[src/sv/mf3_pkg.sv]
package mf3_pkg;

  localparam int DEF_MAX_WIDTH  = 1024;
  localparam int DEF_MAX_HEIGHT = 4096;

  localparam int PIX_W       = 8;
  localparam int FW_W        = 11;
  localparam int FH_W        = 13;
  localparam int CFG_DATA_W  = 13;
  localparam int CFG_INDEX_W = 1;

  localparam int RST_FRAME_WIDTH  = 640;
  localparam int RST_FRAME_HEIGHT = 480;
  localparam int MIN_DIM          = 3;

  localparam logic [PIX_W-1:0] BORDER_VALUE = 8'd255;

  localparam logic [CFG_INDEX_W-1:0] REG_FRAME_WIDTH  = 1'd0;
  localparam logic [CFG_INDEX_W-1:0] REG_FRAME_HEIGHT = 1'd1;

  localparam logic MODE_PIXEL = 1'b0;
  localparam logic MODE_DRAIN = 1'b1;

  // Queue between the classifying front and the median back end.
  localparam int Q_DEPTH = 4;
  localparam int Q_PTR_W = $clog2(Q_DEPTH);
  localparam int Q_CNT_W = $clog2(Q_DEPTH + 1);

  typedef struct packed {
    logic [8:0][PIX_W-1:0] win;
    logic                  use_median;
    logic                  last;
  } mf3_entry_t;

  typedef struct packed {
    logic       valid;
    mf3_entry_t data;
  } mf3_push_t;

endpackage

[src/sv/mf3_back.sv]
module mf3_back import mf3_pkg::*; (
  input  logic             clk,
  input  logic             rst,
  input  logic             q_not_empty,
  input  mf3_entry_t       q_head,
  output logic             pop,
  output logic             out_valid,
  input  logic             out_stall,
  output logic [PIX_W-1:0] pixel_out,
  output logic             frame_last
);

  typedef logic [PIX_W-1:0] pix_t;

  typedef struct packed {
    pix_t lo;
    pix_t mi;
    pix_t hi;
  } trio_t;

  function automatic pix_t min2(pix_t a, pix_t b);
    return (a < b) ? a : b;
  endfunction

  function automatic pix_t max2(pix_t a, pix_t b);
    return (a < b) ? b : a;
  endfunction

  function automatic pix_t med3(pix_t a, pix_t b, pix_t c);
    return max2(min2(a, b), min2(max2(a, b), c));
  endfunction

  function automatic trio_t sort3(pix_t a, pix_t b, pix_t c);
    trio_t t;
    t.lo = min2(min2(a, b), c);
    t.hi = max2(max2(a, b), c);
    t.mi = med3(a, b, c);
    return t;
  endfunction

  logic     s1_valid;
  trio_t    s1_row [3];
  logic     s1_median;
  logic     s1_last;
  logic     s2_valid;
  pix_t     s2_lo;
  pix_t     s2_mi;
  pix_t     s2_hi;
  logic     s2_median;
  logic     s2_last;
  logic     out_adv;
  logic     s2_adv;
  logic     s1_adv;

  assign out_adv = ~out_valid | ~out_stall;
  assign s2_adv  = ~s2_valid | out_adv;
  assign s1_adv  = ~s1_valid | s2_adv;
  assign pop     = q_not_empty & s1_adv;

  always_ff @(posedge clk) begin
    if (rst) begin
      s1_valid  <= 1'b0;
      s2_valid  <= 1'b0;
      out_valid <= 1'b0;
    end else begin
      if (s1_adv) s1_valid <= q_not_empty;
      if (s2_adv) s2_valid <= s1_valid;
      if (out_adv) out_valid <= s2_valid;
    end
  end

  // Sort each window row.
  always_ff @(posedge clk) begin
    if (s1_adv) begin
      for (int r = 0; r < 3; r++) begin
        s1_row[r] <= sort3(q_head.win[r*3], q_head.win[r*3+1], q_head.win[r*3+2]);
      end
      s1_median <= q_head.use_median;
      s1_last   <= q_head.last;
    end
  end

  // Reduce to three candidates: max of lows, median of mids, min of highs.
  always_ff @(posedge clk) begin
    if (s2_adv) begin
      s2_lo     <= max2(max2(s1_row[0].lo, s1_row[1].lo), s1_row[2].lo);
      s2_mi     <= med3(s1_row[0].mi, s1_row[1].mi, s1_row[2].mi);
      s2_hi     <= min2(min2(s1_row[0].hi, s1_row[1].hi), s1_row[2].hi);
      s2_median <= s1_median;
      s2_last   <= s1_last;
    end
  end

  always_ff @(posedge clk) begin
    if (out_adv) begin
      pixel_out  <= s2_median ? med3(s2_lo, s2_mi, s2_hi) : BORDER_VALUE;
      frame_last <= s2_last;
    end
  end

endmodule

[config.mk]
export PLATFORM = sky130hd
export DESIGN_NAME = mf3_back
export DESIGN_NICKNAME = d
export VERILOG_FILES = /design/src/sv/mf3_pkg.sv /design/src/sv/mf3_back.sv
export SDC_FILE = /design/constraint.sdc
export NUM_CORES = 1
export LEC_CHECK = 0
export ABC_CLOCK_PERIOD_IN_PS = 6800
export BUFFER_PORTS_ARGS = -buffer_cell sky130_fd_sc_hd__buf_4
export CORE_AREA = 10 10 184 186
export DETAILED_ROUTE_END_ITERATION = 10
export DIE_AREA = 0 0 194 196
export REMOVE_ABC_BUFFERS = 1
export SETUP_SLACK_MARGIN = 0.4
export SLEW_MARGIN = 0
export SYNTH_ARGS = -nofsm -noshare
export SYNTH_HDL_FRONTEND = slang
export SYNTH_SLANG_ARGS = --single-unit
[constraint.sdc]
create_clock -name clk -period 6.8 [get_ports clk]
set_clock_uncertainty 0.05 [all_clocks]
set_input_delay 1.7 -clock clk [delete_from_list [all_inputs] [get_ports clk]]
set_output_delay 1.7 -clock clk [all_outputs]
set_load 0.02 [all_outputs]
==> results.toml <==
[sta]
fin_tns_setup_ns = 0
tightest_slew_ns = 1.02
worst_slack_ns = 0.732
holdWs_ns = 0.373
final.period_utilization = 0.892
hold_violations = 0
period_needed_ns = 6.07
fmax_ghz = 0.165
rsz0062_at_grt = "false"
drv_slew = 0
max-slew-margin-rel = 0.321
setup_viol = 0

[global_routing]
grt_max_degree = 76
overflow = 0
grt_usage = 0.123
grt_pass1_vias = 7655
antenna_found_initial = 0
grt_pass1_wl_um = 38700

[logic_synthesis]
yosys-top-cells-count = "154 x ha_1, 148 x inv_1, 109 x edfxtp_1, 104 x mux2i_1, 70 x o21ai_0"
synth.area.top_cells = "edfxtp_1 32%, ha_1 19%, mux2i_1 10%, mux2_2 6.4%, inv_1 5.4%"
ys_ff_latch = 112
ys.flop_type = "edfxtp_1"
seq_area_frac_synth = 0.321
synth_edf_count = 109
syn_area_per_cell_um2 = 9.80
yosysTopAreaCellShare = 0.316
netlist_instances = 1058
syn_area_um2 = 10400
synthDistinctLibCells = 66
synth.most_common_cell = "ha_1"
ys_warn_count = 0
synth-async-reset-ratio = 0
yosysTopAreaCell = "edfxtp_1"

[power_and_ir_drop]
p_total_mw = 5.43
p_per_area_nw_per_um2 = 460
leakagePower_nw = 5.67
peakVddDrop_v = 0.000278

[clock_tree]
clock_latency_ns = 0.36
cts_buffers = 9
root_buffer = "clkbuf_16"
clockBufferDepth = 2
cts_htree_levels = 3
clock_sinks = 112
path_clk_slew_ns = 0.08
cts_hold_buf = 0
tritoncts = "done"

[die]
io_pins = 89
die_y_um = 196
start_util = 0.343
core_area_um2 = 30300
dieWidth_um = 194
die-area_um2 = 38000
rows = 64

[detailed_routing]
routed-via-count = 7711
antenna_left = 0
vias_per_cell = 5.01
drt_wl_total_um = 24000
drt_iter0_markers = 401
post_drt_wl_per_cell_um = 15.6
post-route-drc-count = 0
firstDrtPassIters = 6

[final_layout]
area_growth_pct = 13.8
num-fill-cells = 3040
multiInputGateArea_um2 = 6370
finalNetCount = 1370
regArea_um2 = 3330
fin_util = 0.390
antenna_cells = 0
drive_gt1_frac = 0.179

[placement]
dp_worst_setup_slack_ns = 0.118
routabilityCongestion = 0.889
port_buffers = 88
dp_hpwl_um = 20100

[setup_path]
required_ns = 6.83
critPathKind = "input pin to flop"
critPathArrivalTime_ns = 6.10
end_kind = "flop"
crit_fanout = 16
start_kind = "input pin"

[job]
drv_cap = 0

[status]
status = "completed"

[hold_path]
hold_path_class = "flop to flop"
[worst max-delay path, stage by stage]
cell,delay [ns]
buf_4,0.12
ha_1,0.30
a21oi_1,0.15
o21ai_1,0.08
a31oi_1,0.32
o21ai_4,0.18
o21ai_0,0.39
ha_1,0.32
a211oi_1,0.23
o21ai_0,0.18
o21bai_1,0.21
a21bo_4,0.31
mux2i_1,0.27
ha_1,0.29
a21oi_1,0.15
nor2b_1,0.06
o21ai_0,0.14
nand2b_1,0.08
a21oi_1,0.24
o21ai_4,0.17
mux2i_1,0.19
[logic make-up after synthesis]
family	Yosys count	share of synthesized area
compound gates	245	0.158
fa+ha+maj	154	0.186
buf+inv	177	0.0685
flops	112	0.321
mux	165	0.167
simple gates	205	0.0996
[state kept, by name (all words and copies together), names as in the netlist]
| name | flops |
|---|---|
| s2_last | 1 |
| s2_median | 1 |
| s2_hi | 8 |
| s1_median | 1 |
| s2_lo | 8 |
| s2_mi | 8 |
| frame_last | 1 |
| s1_row | 72 |
| s1_valid | 1 |
| pixel_out | 8 |
| out_valid | 1 |
| s2_valid | 1 |
| s1_last | 1 |
[power by group]
group | internal, mW | switching [mW] | total, mW
Clock | 0.260 | 0.272 | 0.532
Sequential | 1.11 | 0.166 | 1.28
Combinational | 1.56 | 2.06 | 3.62
[through the flow]
step	cell area [µm²]	std cells
4_1_cts	11800	1539
2_1_floorplan	10200	1029
5_1_grt	11800	1539
3_3_place_gp	11500	1523
3_5_place_dp	11500	1523
6_report	11800	1539
[layout by cell type, fill, tap and decap left out, types with 5 or more instances in the layout]
| cell | n |
|---|---|
| ha_1 | 154 |
| inv_1 | 148 |
| edfxtp_1 | 109 |
| mux2i_1 | 104 |
| buf_4 | 97 |
| o21ai_0 | 69 |
| nand2_1 | 68 |
| a21oi_1 | 59 |
| mux2_2 | 59 |
| nor2_1 | 44 |
| a21o_1 | 34 |
| o21a_1 | 15 |
| nand4_1 | 13 |
| nand2b_1 | 12 |
| nor2b_1 | 11 |
| nor3_1 | 10 |
| a211oi_1 | 9 |
| o22ai_1 | 9 |
| nor4_1 | 9 |
| clkbuf_16 | 9 |
| nand3_1 | 8 |
| and3b_1 | 7 |
| o21ai_1 | 5 |
| and3_1 | 5 |
[worst paths after layout]
path	depth (start not counted)	to	startpoint	slack, ns
worst min-delay path	0	frame_last	s2_last	0.37
worst max-delay path	21	s1_row[0][8]	q_head[4]	0.73
worst min register to register	0	frame_last	s2_last	0.37
worst max register to register	23	s2_mi[0]	s1_row[0][13]	1.04
[per-layer routing]
layer,vias to the layer above,part of all wire,track usage
li1,4029,-,-
met1,3567,0.47,0.150
met2,102,0.49,0.220
met3,13,0.029,0.0222
met4,0,0.010,0.0251
met5,-,0,0
[repair_timing]
action	in CTS	in global routing
resized for setup	0	11
buffers inserted	0	0
setup endpoints to repair	0	32
hold endpoints to repair	0	0
[cell type report]
| cell class | count | area share |
|---|---|---|
| Multi-Input combinational cell | 769 | 0.540 |
| Inverter | 148 | 0.0471 |
| Timing Repair Buffer | 98 | 0.0634 |
| Clock buffer | 9 | 0.0191 |
| Tap cell | 396 | 0.0420 |
| Sequential cell | 112 | 0.282 |
| Clock inverter | 7 | 0.00625 |
Note: power is estimated with default switching activity, not from simulation.
