## src/sv/mf3_pkg.sv

```systemverilog
package mf3_pkg;

  localparam int DEF_MAX_WIDTH  = 1024;
  localparam int DEF_MAX_HEIGHT = 4096;

  localparam int PIX_W       = 8;
  localparam int FW_W        = 11;
  localparam int FH_W        = 13;
  localparam int CFG_DATA_W  = 13;
  localparam int CFG_INDEX_W = 1;

  localparam int RST_FRAME_WIDTH  = 640;
  localparam int RST_FRAME_HEIGHT = 480;
  localparam int MIN_DIM          = 3;

  localparam logic [PIX_W-1:0] BORDER_VALUE = 8'd255;

  localparam logic [CFG_INDEX_W-1:0] REG_FRAME_WIDTH  = 1'd0;
  localparam logic [CFG_INDEX_W-1:0] REG_FRAME_HEIGHT = 1'd1;

  localparam logic MODE_PIXEL = 1'b0;
  localparam logic MODE_DRAIN = 1'b1;

  // Queue between the classifying front and the median back end.
  localparam int Q_DEPTH = 4;
  localparam int Q_PTR_W = $clog2(Q_DEPTH);
  localparam int Q_CNT_W = $clog2(Q_DEPTH + 1);

  typedef struct packed {
    logic [8:0][PIX_W-1:0] win;
    logic                  use_median;
    logic                  last;
  } mf3_entry_t;

  typedef struct packed {
    logic       valid;
    mf3_entry_t data;
  } mf3_push_t;

endpackage

```

## src/sv/mf3_queue.sv

```systemverilog
module mf3_queue import mf3_pkg::*; (
  input  logic               clk,
  input  logic               rst,
  input  mf3_push_t          push,
  input  logic               pop,
  output logic               not_empty,
  output mf3_entry_t         head,
  output logic [Q_CNT_W-1:0] count
);

  mf3_entry_t         entries [Q_DEPTH];
  logic [Q_PTR_W-1:0] wr_ptr;
  logic [Q_PTR_W-1:0] rd_ptr;

  assign not_empty = (count != '0);
  assign head      = entries[rd_ptr];

  always_ff @(posedge clk) begin
    if (rst) begin
      wr_ptr <= '0;
      rd_ptr <= '0;
      count  <= '0;
    end else begin
      if (push.valid) wr_ptr <= wr_ptr + Q_PTR_W'(1);
      if (pop) rd_ptr <= rd_ptr + Q_PTR_W'(1);
      if (push.valid && !pop) count <= count + Q_CNT_W'(1);
      else if (!push.valid && pop) count <= count - Q_CNT_W'(1);
    end
  end

  always_ff @(posedge clk) begin
    if (push.valid) entries[wr_ptr] <= push.data;
  end

endmodule

```

## config.mk

```make
export PLATFORM = sky130hd
export DESIGN_NAME = mf3_queue
export DESIGN_NICKNAME = d
export VERILOG_FILES = /design/src/sv/mf3_pkg.sv /design/src/sv/mf3_queue.sv
export SDC_FILE = /design/constraint.sdc
export NUM_CORES = 1
export LEC_CHECK = 0
export ABC_AREA = 0
export ABC_CLOCK_PERIOD_IN_PS = 2750
export BUFFER_PORTS_ARGS = -buffer_cell sky130_fd_sc_hd__buf_2
export CORE_MARGIN = 5
export CORE_UTILIZATION = 51
export CTS_CLUSTER_DIAMETER = 80
export CTS_CLUSTER_SIZE = 10
export DETAILED_ROUTE_END_ITERATION = 10
export GPL_TIMING_DRIVEN = 0
export PLACE_DENSITY = 0.75
export SLEW_MARGIN = 20
export SYNTH_ARGS = -nofsm -noshare
export SYNTH_HDL_FRONTEND = slang
export SYNTH_SLANG_ARGS = --single-unit
```

## constraint.sdc

```tcl
create_clock -name clk -period 2.75 [get_ports clk]
set_input_delay 0.4125 -clock clk [delete_from_list [all_inputs] [get_ports clk]]
set_output_delay 0.4125 -clock clk [all_outputs]
set_load 0.05 [all_outputs]
```

==> results of run 1 <==
[report_power, final]
group | internal [W] | switching [W] | leakage, nW
combinational | 0.000477 | 0.00108 | 1.27
clock | 0.00248 | 0.00162 | 0.488
sequential | 0.00534 | 0.0000554 | 2.79
total | 0.00830 | 0.00276 | 4.55
[sequential cells by signal (all words and copies together), names as in the netlist, named ones only]
name	flops
count	3
entries	296
rd_ptr	2
wr_ptr	2
[area by class of cell]
class	instances	area, µm²
fillers	1508	8260
clock buffers	56	997
repair buffers	158	873
well taps	280	350
multi-input cells	103	1900
plain buffers	17	129
flip-flops and latches	305	9070
clock inverters	3	25.0
inverters	4	15.0
[path summary, 6_finish.rpt]
kind	from	endpoint	slack (ns)	depth (start not counted)
max	register	head[24]	0.31	4
min	push[49]	entries[1][49]	0.13	1
max reg2reg	wr_ptr[0]	entries[2][58]	0.89	4
min reg2reg	rd_ptr[1]	register	0.55	2
[layer usage]
| metal | vias up | global-route usage [%] |
|---|---|---|
| li1 | 2228 | - |
| met1 | 2595 | 21.5 |
| met2 | 166 | 26.8 |
| met3 | 38 | 4.62 |
| met4 | 4 | 4.42 |
| met5 | - | 0 |
[critical path, stage by stage (launching register included)]
cell and delay (ns):
dfxtp_1 0.34, buf_6 0.20, buf_6 0.21, mux4_2 0.55, buf_2 0.24
[placed cells by master, fill, tap and decap left out, drive strengths merged, types with 2 or more instances in the layout]
master	n
mux4	74
xor2	3
edfxtp	296
ha	5
clkbuf	58
and2	4
mux2i	2
inv	6
or3	2
nor2	7
dfxtp	9
xnor2	2
buf	173
[cells by family after synthesis]
logic type	after synthesis
multiplexers	76
adder cells (fa/ha/maj)	6
AO/OA/AOI/OAI	2
AND/OR/NAND/NOR	14
buffers and inverters	21
XOR/XNOR	5
flip-flops	305
[metrics by stage]
stage,cells,area (µm²),TNS [ns]
2_1_floorplan,429,11100,0
3_3_place_gp,863,12200,-363.02
3_5_place_dp,867,12300,0
4_1_cts,926,13400,0
5_1_grt,926,13400,0
6_report,926,13400,0
==> metrics.cfg, run 1 <==
[run_status]
status=complete, no violations

[floorplan]
start_util_pct=51.4
die_x_um=158
rows=54
num_io_pins=156
core_um2=21600
fp.dieArea_um2=24800
die_h_um=158

[synthesis]
avgSynthCellArea_um2=25.9
syn-cell-area_um2=11100
yosysUniqueCellTypes=19
ys_warn_count=0
synthFlopType=edfxtp_1
yosys.area_share.simple_pct=0.609
synth_top_area_cell=edfxtp_1
synthXorXnorAreaFrac_pct=0.394
ys_seq_elements=305
muxShareOfSynthArea_pct=15.2
synth_most_common_cell=edfxtp_1
synth_compound_area_share_pct=0.0902
synthCells=429
synth_edf_count=296
synth_top_family_by_area=multiplexers
ys_async_sr_fraction_pct=0
synthAdderAreaFrac_pct=0.744
synth_top_area_share_pct=80.1
synthTopCellsByCount=edfxtp_1 (296), mux4_2 (74), dfxtp_1 (9)
syn_nets=513
synthTopCellsByArea=edfxtp_1 (80%), mux4_2 (15%), dfxtp_1 (1.6%), buf_6 (0.71%), ha_1 (0.56%)
yosysSeqAreaShare_pct=81.7

[clocking]
holdBufCountCts=0
cts.reportedPaths.clkPinSlew_ns=0.05
numCtsBuffers=36
clockBufferDepth=3
cts_tree=done
worstSkewPairLatency_ns=0.49
cts.sinks=305
cts_root_buf=clkbuf_16
htreeDepth=2
post-cts-setup-buffers=0
cts_resized=0

[route]
drc_errors=0
drtAntennaViolNets=0
met2_length_um=9970
wl_met1_um=8030
drt_first_pass_iters=4
wire_per_inst_um=21.3
num_vias=5031
routed_wl_um=19800
dr.max_layer_used=met5
vias_per_cell=5.43
drt_iter0_drc=272
dr_wl_met3_um=1400

[sta]
fin_ws_ns=0.308
finalHoldViolCount=0
setup_violations=0
fmax_mhz=409
relSlewSlack_pct=53.7
grt_setup_unrepaired=false
finalCriticalPeriod_ns=2.44
tightest_slew_ns=0.694
hold_ws_ns=0.128
fin_skew_ns=0.0101
slew_violations=0
period_share_pct=88.8

[placed_design]
dp_slack_ns=0.762
port_buffers=154
routabilityCongestion=0.699
place_hpwl_um=12400

[power_and_ir_drop]
p_total_w=0.0111
p_leak_nw=4.55
ir_drop_mv=0.625
power_density_nw_per_um2=827

[flow_run]
maxCapViolations=0

[worst_setup_path]
critical_path_class=reg2out
crit_required_ns=2.34
worstPathArrival_ns=2.03
end_kind=primary output
critPathMaxFanout=10
critPathLaunchType=register

[global_route]
grt_first_pass_wirelength_um=30500
grt_pass1_vias=5433
antenna_found_initial=2
grtUsageTotal_pct=16.2
overflow=0
grt_max_degree=44

[finish]
drive_above_1_share_pct=45.0
antenna_cells=0
final_core_util_pct=61.8
fin_nets=709
synthToLayoutAreaGrowth_pct=20.3

[min_path]
holdCritPathClass=in2reg

(Power assumes the default switching activity.)
==> inputs of run 2 (changes only) <==
--- a/config.mk
+++ b/config.mk
@@ -8,13 +8,14 @@
 export ABC_AREA = 0
 export ABC_CLOCK_PERIOD_IN_PS = 2750
 export BUFFER_PORTS_ARGS = -buffer_cell sky130_fd_sc_hd__buf_2
-export CORE_MARGIN = 5
+export CORE_MARGIN = 4
 export CORE_UTILIZATION = 51
 export CTS_CLUSTER_DIAMETER = 80
 export CTS_CLUSTER_SIZE = 10
 export DETAILED_ROUTE_END_ITERATION = 10
 export GPL_TIMING_DRIVEN = 0
 export PLACE_DENSITY = 0.75
+export RECOVER_POWER = 100
 export SLEW_MARGIN = 20
 export SYNTH_ARGS = -nofsm -noshare
 export SYNTH_HDL_FRONTEND = slang
==> run 2 against run 1 <==
Worst setup slack lost 0.11 ns. Critical path depth is the same. Total power shrank 0.79%.
==> metrics.cfg, run 2 (synthesis gave the netlist of run 1 again) <==
[clocking]
cts_resized=0  ; unchanged
cts_tree=done  ; unchanged
cts.sinks=305  ; unchanged
post-cts-setup-buffers=0  ; unchanged
cts_root_buf=clkbuf_16  ; unchanged
cts.reportedPaths.clkPinSlew_ns=0.05  ; about the same
numCtsBuffers=36  ; unchanged
worstSkewPairLatency_ns=0.50  ; was 0.49 ns
clockBufferDepth=3  ; unchanged
htreeDepth=2  ; unchanged
holdBufCountCts=0  ; unchanged

[global_route]
grt_max_degree=48  ; was 44
grtUsageTotal_pct=17.0  ; was 16.2%
grt_pass1_vias=5591  ; was 5,433
grt_first_pass_wirelength_um=31400  ; was 30,500 µm
overflow=0  ; unchanged
antenna_found_initial=0  ; was 2

[finish]
top_regs=entries x296, count x3  ; unchanged
antenna_cells=0  ; unchanged
largest_register_ffs=296  ; unchanged
n_fill_cell=1506  ; was 1,508
synthToLayoutAreaGrowth_pct=19.1  ; was 20.3%
final-seq-area_um2=9070  ; unchanged
stdcell_area_um2=13200  ; was 13,400 µm²
layout_common_cells=edfxtp_1 (296), clkbuf_1 (100), mux4_2 (74), clkbuf_2 (62), clkbuf_16 (37)  ; was edfxtp_1 (296), buf_2 (161), mux4_2 (74), clkbuf_16 (37), clkbuf_1 (21)
fin_nets=712  ; was 709
final_common_cell=edfxtp_1  ; unchanged
drive_above_1_share_pct=31.7  ; was 45.0%
top_register=entries  ; unchanged
multi_input_area_um2=1890  ; was 1900 µm²

[floorplan]
die_h_um=156  ; was 158 µm
die_x_um=156  ; was 158 µm
num_io_pins=156  ; unchanged
rows=53  ; was 54
start_util_pct=52.3  ; was 51.4%
core_um2=21200  ; was 21,600 µm²
fp.dieArea_um2=24200  ; was 24,800 µm²

[sta]
grt_setup_unrepaired=false  ; unchanged
hold_ws_ns=0.169  ; was 0.128 ns
relSlewSlack_pct=5.52  ; was 53.7%
fmax_mhz=392  ; was 409 MHz
setup_violations=0  ; unchanged
slew_violations=0  ; unchanged
tns_ns=0  ; unchanged
fin_skew_ns=0.0125  ; was 0.0101 ns
finalCriticalPeriod_ns=2.55  ; was 2.44 ns
finalHoldViolCount=0  ; unchanged
tightest_slew_ns=1.42  ; was 0.694 ns
fin_ws_ns=0.200  ; was 0.308 ns
period_share_pct=92.7  ; was 88.8%

[route]
drt_iter0_drc=261  ; was 272
dr.max_layer_used=met4  ; was met5
drc_errors=0  ; unchanged
met2_length_um=10100  ; was 9970 µm
routed_wl_um=20000  ; was 19,800 µm
dr_wl_met3_um=1430  ; was 1400 µm
drt_first_pass_iters=6  ; was 4
drtAntennaViolNets=0  ; unchanged
vias_per_cell=5.53  ; was 5.43
wl_met1_um=8060  ; was 8030 µm
wire_per_inst_um=21.8  ; was 21.3 µm
num_vias=5069  ; was 5,031

[worst_setup_path]
crit_buf_inv=3  ; unchanged
path_delay_family=buffers and inverters  ; unchanged
critPathMaxFanout=10  ; unchanged
critical_path_class=reg2out  ; unchanged
critPathLaunchType=register  ; unchanged
path_cells=clkbuf_2 > clkbuf_2 > mux4_2 > clkbuf_2  ; was buf_6 > buf_6 > mux4_2 > buf_2
slowest_stage=mux4_2  ; unchanged
max_stage_delay_ns=0.38  ; was 0.55 ns
crit_required_ns=2.34  ; about the same
worstPathArrival_ns=2.14  ; was 2.03 ns
crit_top_cell=clkbuf_2  ; was buf_6
end_kind=primary output  ; unchanged

[flow_run]
maxCapViolations=0  ; unchanged

[power_and_ir_drop]
clkPwrFrac_pct=36.8  ; was 37.0%
p_sw_share_pct=25.0  ; was 24.9%
p_total_w=0.0110  ; was 0.0111 W
p_int_w=0.00822  ; was 0.00830 W
pwr-share-comb_pct=14.0  ; was 14.1%
p_seq_share_pct=49.2  ; was 48.8%
power_density_nw_per_um2=829  ; was 827 nW/µm²
ir_drop_mv=0.596  ; was 0.625 mV
switching_power_w=0.00275  ; was 0.00276 W
p_leak_nw=4.31  ; was 4.55 nW

[placed_design]
routabilityCongestion=0.735  ; was 0.699
place_hpwl_um=12500  ; was 12,400 µm
port_buffers=154  ; unchanged
dp_slack_ns=0.752  ; was 0.762 ns
dpl_cell_area_um2=12400  ; was 12,300 µm²

[min_path]
holdCritPathClass=in2reg  ; unchanged

[run_status]
status=complete, no violations  ; unchanged

-- run 2: cell types whose count changed in the layout (fill, tap and decap cells not counted), sizes merged --
cell,change
clkbuf,+142
buf,-147
-- run 2: path summary, 6_finish.rpt --
check	end	slack (ns)	depth (start not counted)	from
min	entries[2][56]	0.17	1	push[56]
max	head[35]	0.20	4	register
max reg2reg	entries[0][58]	0.33	4	wr_ptr[0]
min reg2reg	count[2]	0.52	2	count[2]
-- run 2: per-stage QoR --
step                std cells  util, %
floorplan                 429        -
global placement          858     57.6
detailed placement        865     58.3
CTS                       916     63.0
global route              916     62.3
finish                    916     62.3
-- run 2: cell type report --
| type | instances | area share, % |
|---|---|---|
| Buffer | 17 | 0.974 |
| Clock buffer | 48 | 7.31 |
| Clock inverter | 3 | 0.189 |
| Inverter | 4 | 0.113 |
| Multi-Input combinational cell | 103 | 14.3 |
| Sequential cell | 305 | 68.6 |
| Tap cell | 275 | 2.60 |
| Timing Repair Buffer | 161 | 5.96 |
-- run 2: power by group through the flow --
stage	clock [W]	combinational [W]	sequential [W]
3_3_place_gp	0	0.00153	0.00550
5_1_grt	0.00437	0.00162	0.00541
3_5_place_dp	0	0.00159	0.00549
2_1_floorplan	0	0.00114	0.00551
6_report	0.00404	0.00153	0.00540
4_1_cts	0.00415	0.00160	0.00540
-- run 2: per-layer routing --
layer  GRT usage (%)  vias up
li1                -     2223
met1            22.5     2654
met2            28.5      162
met3            4.38       30
met4            4.63        0
met5               0        -
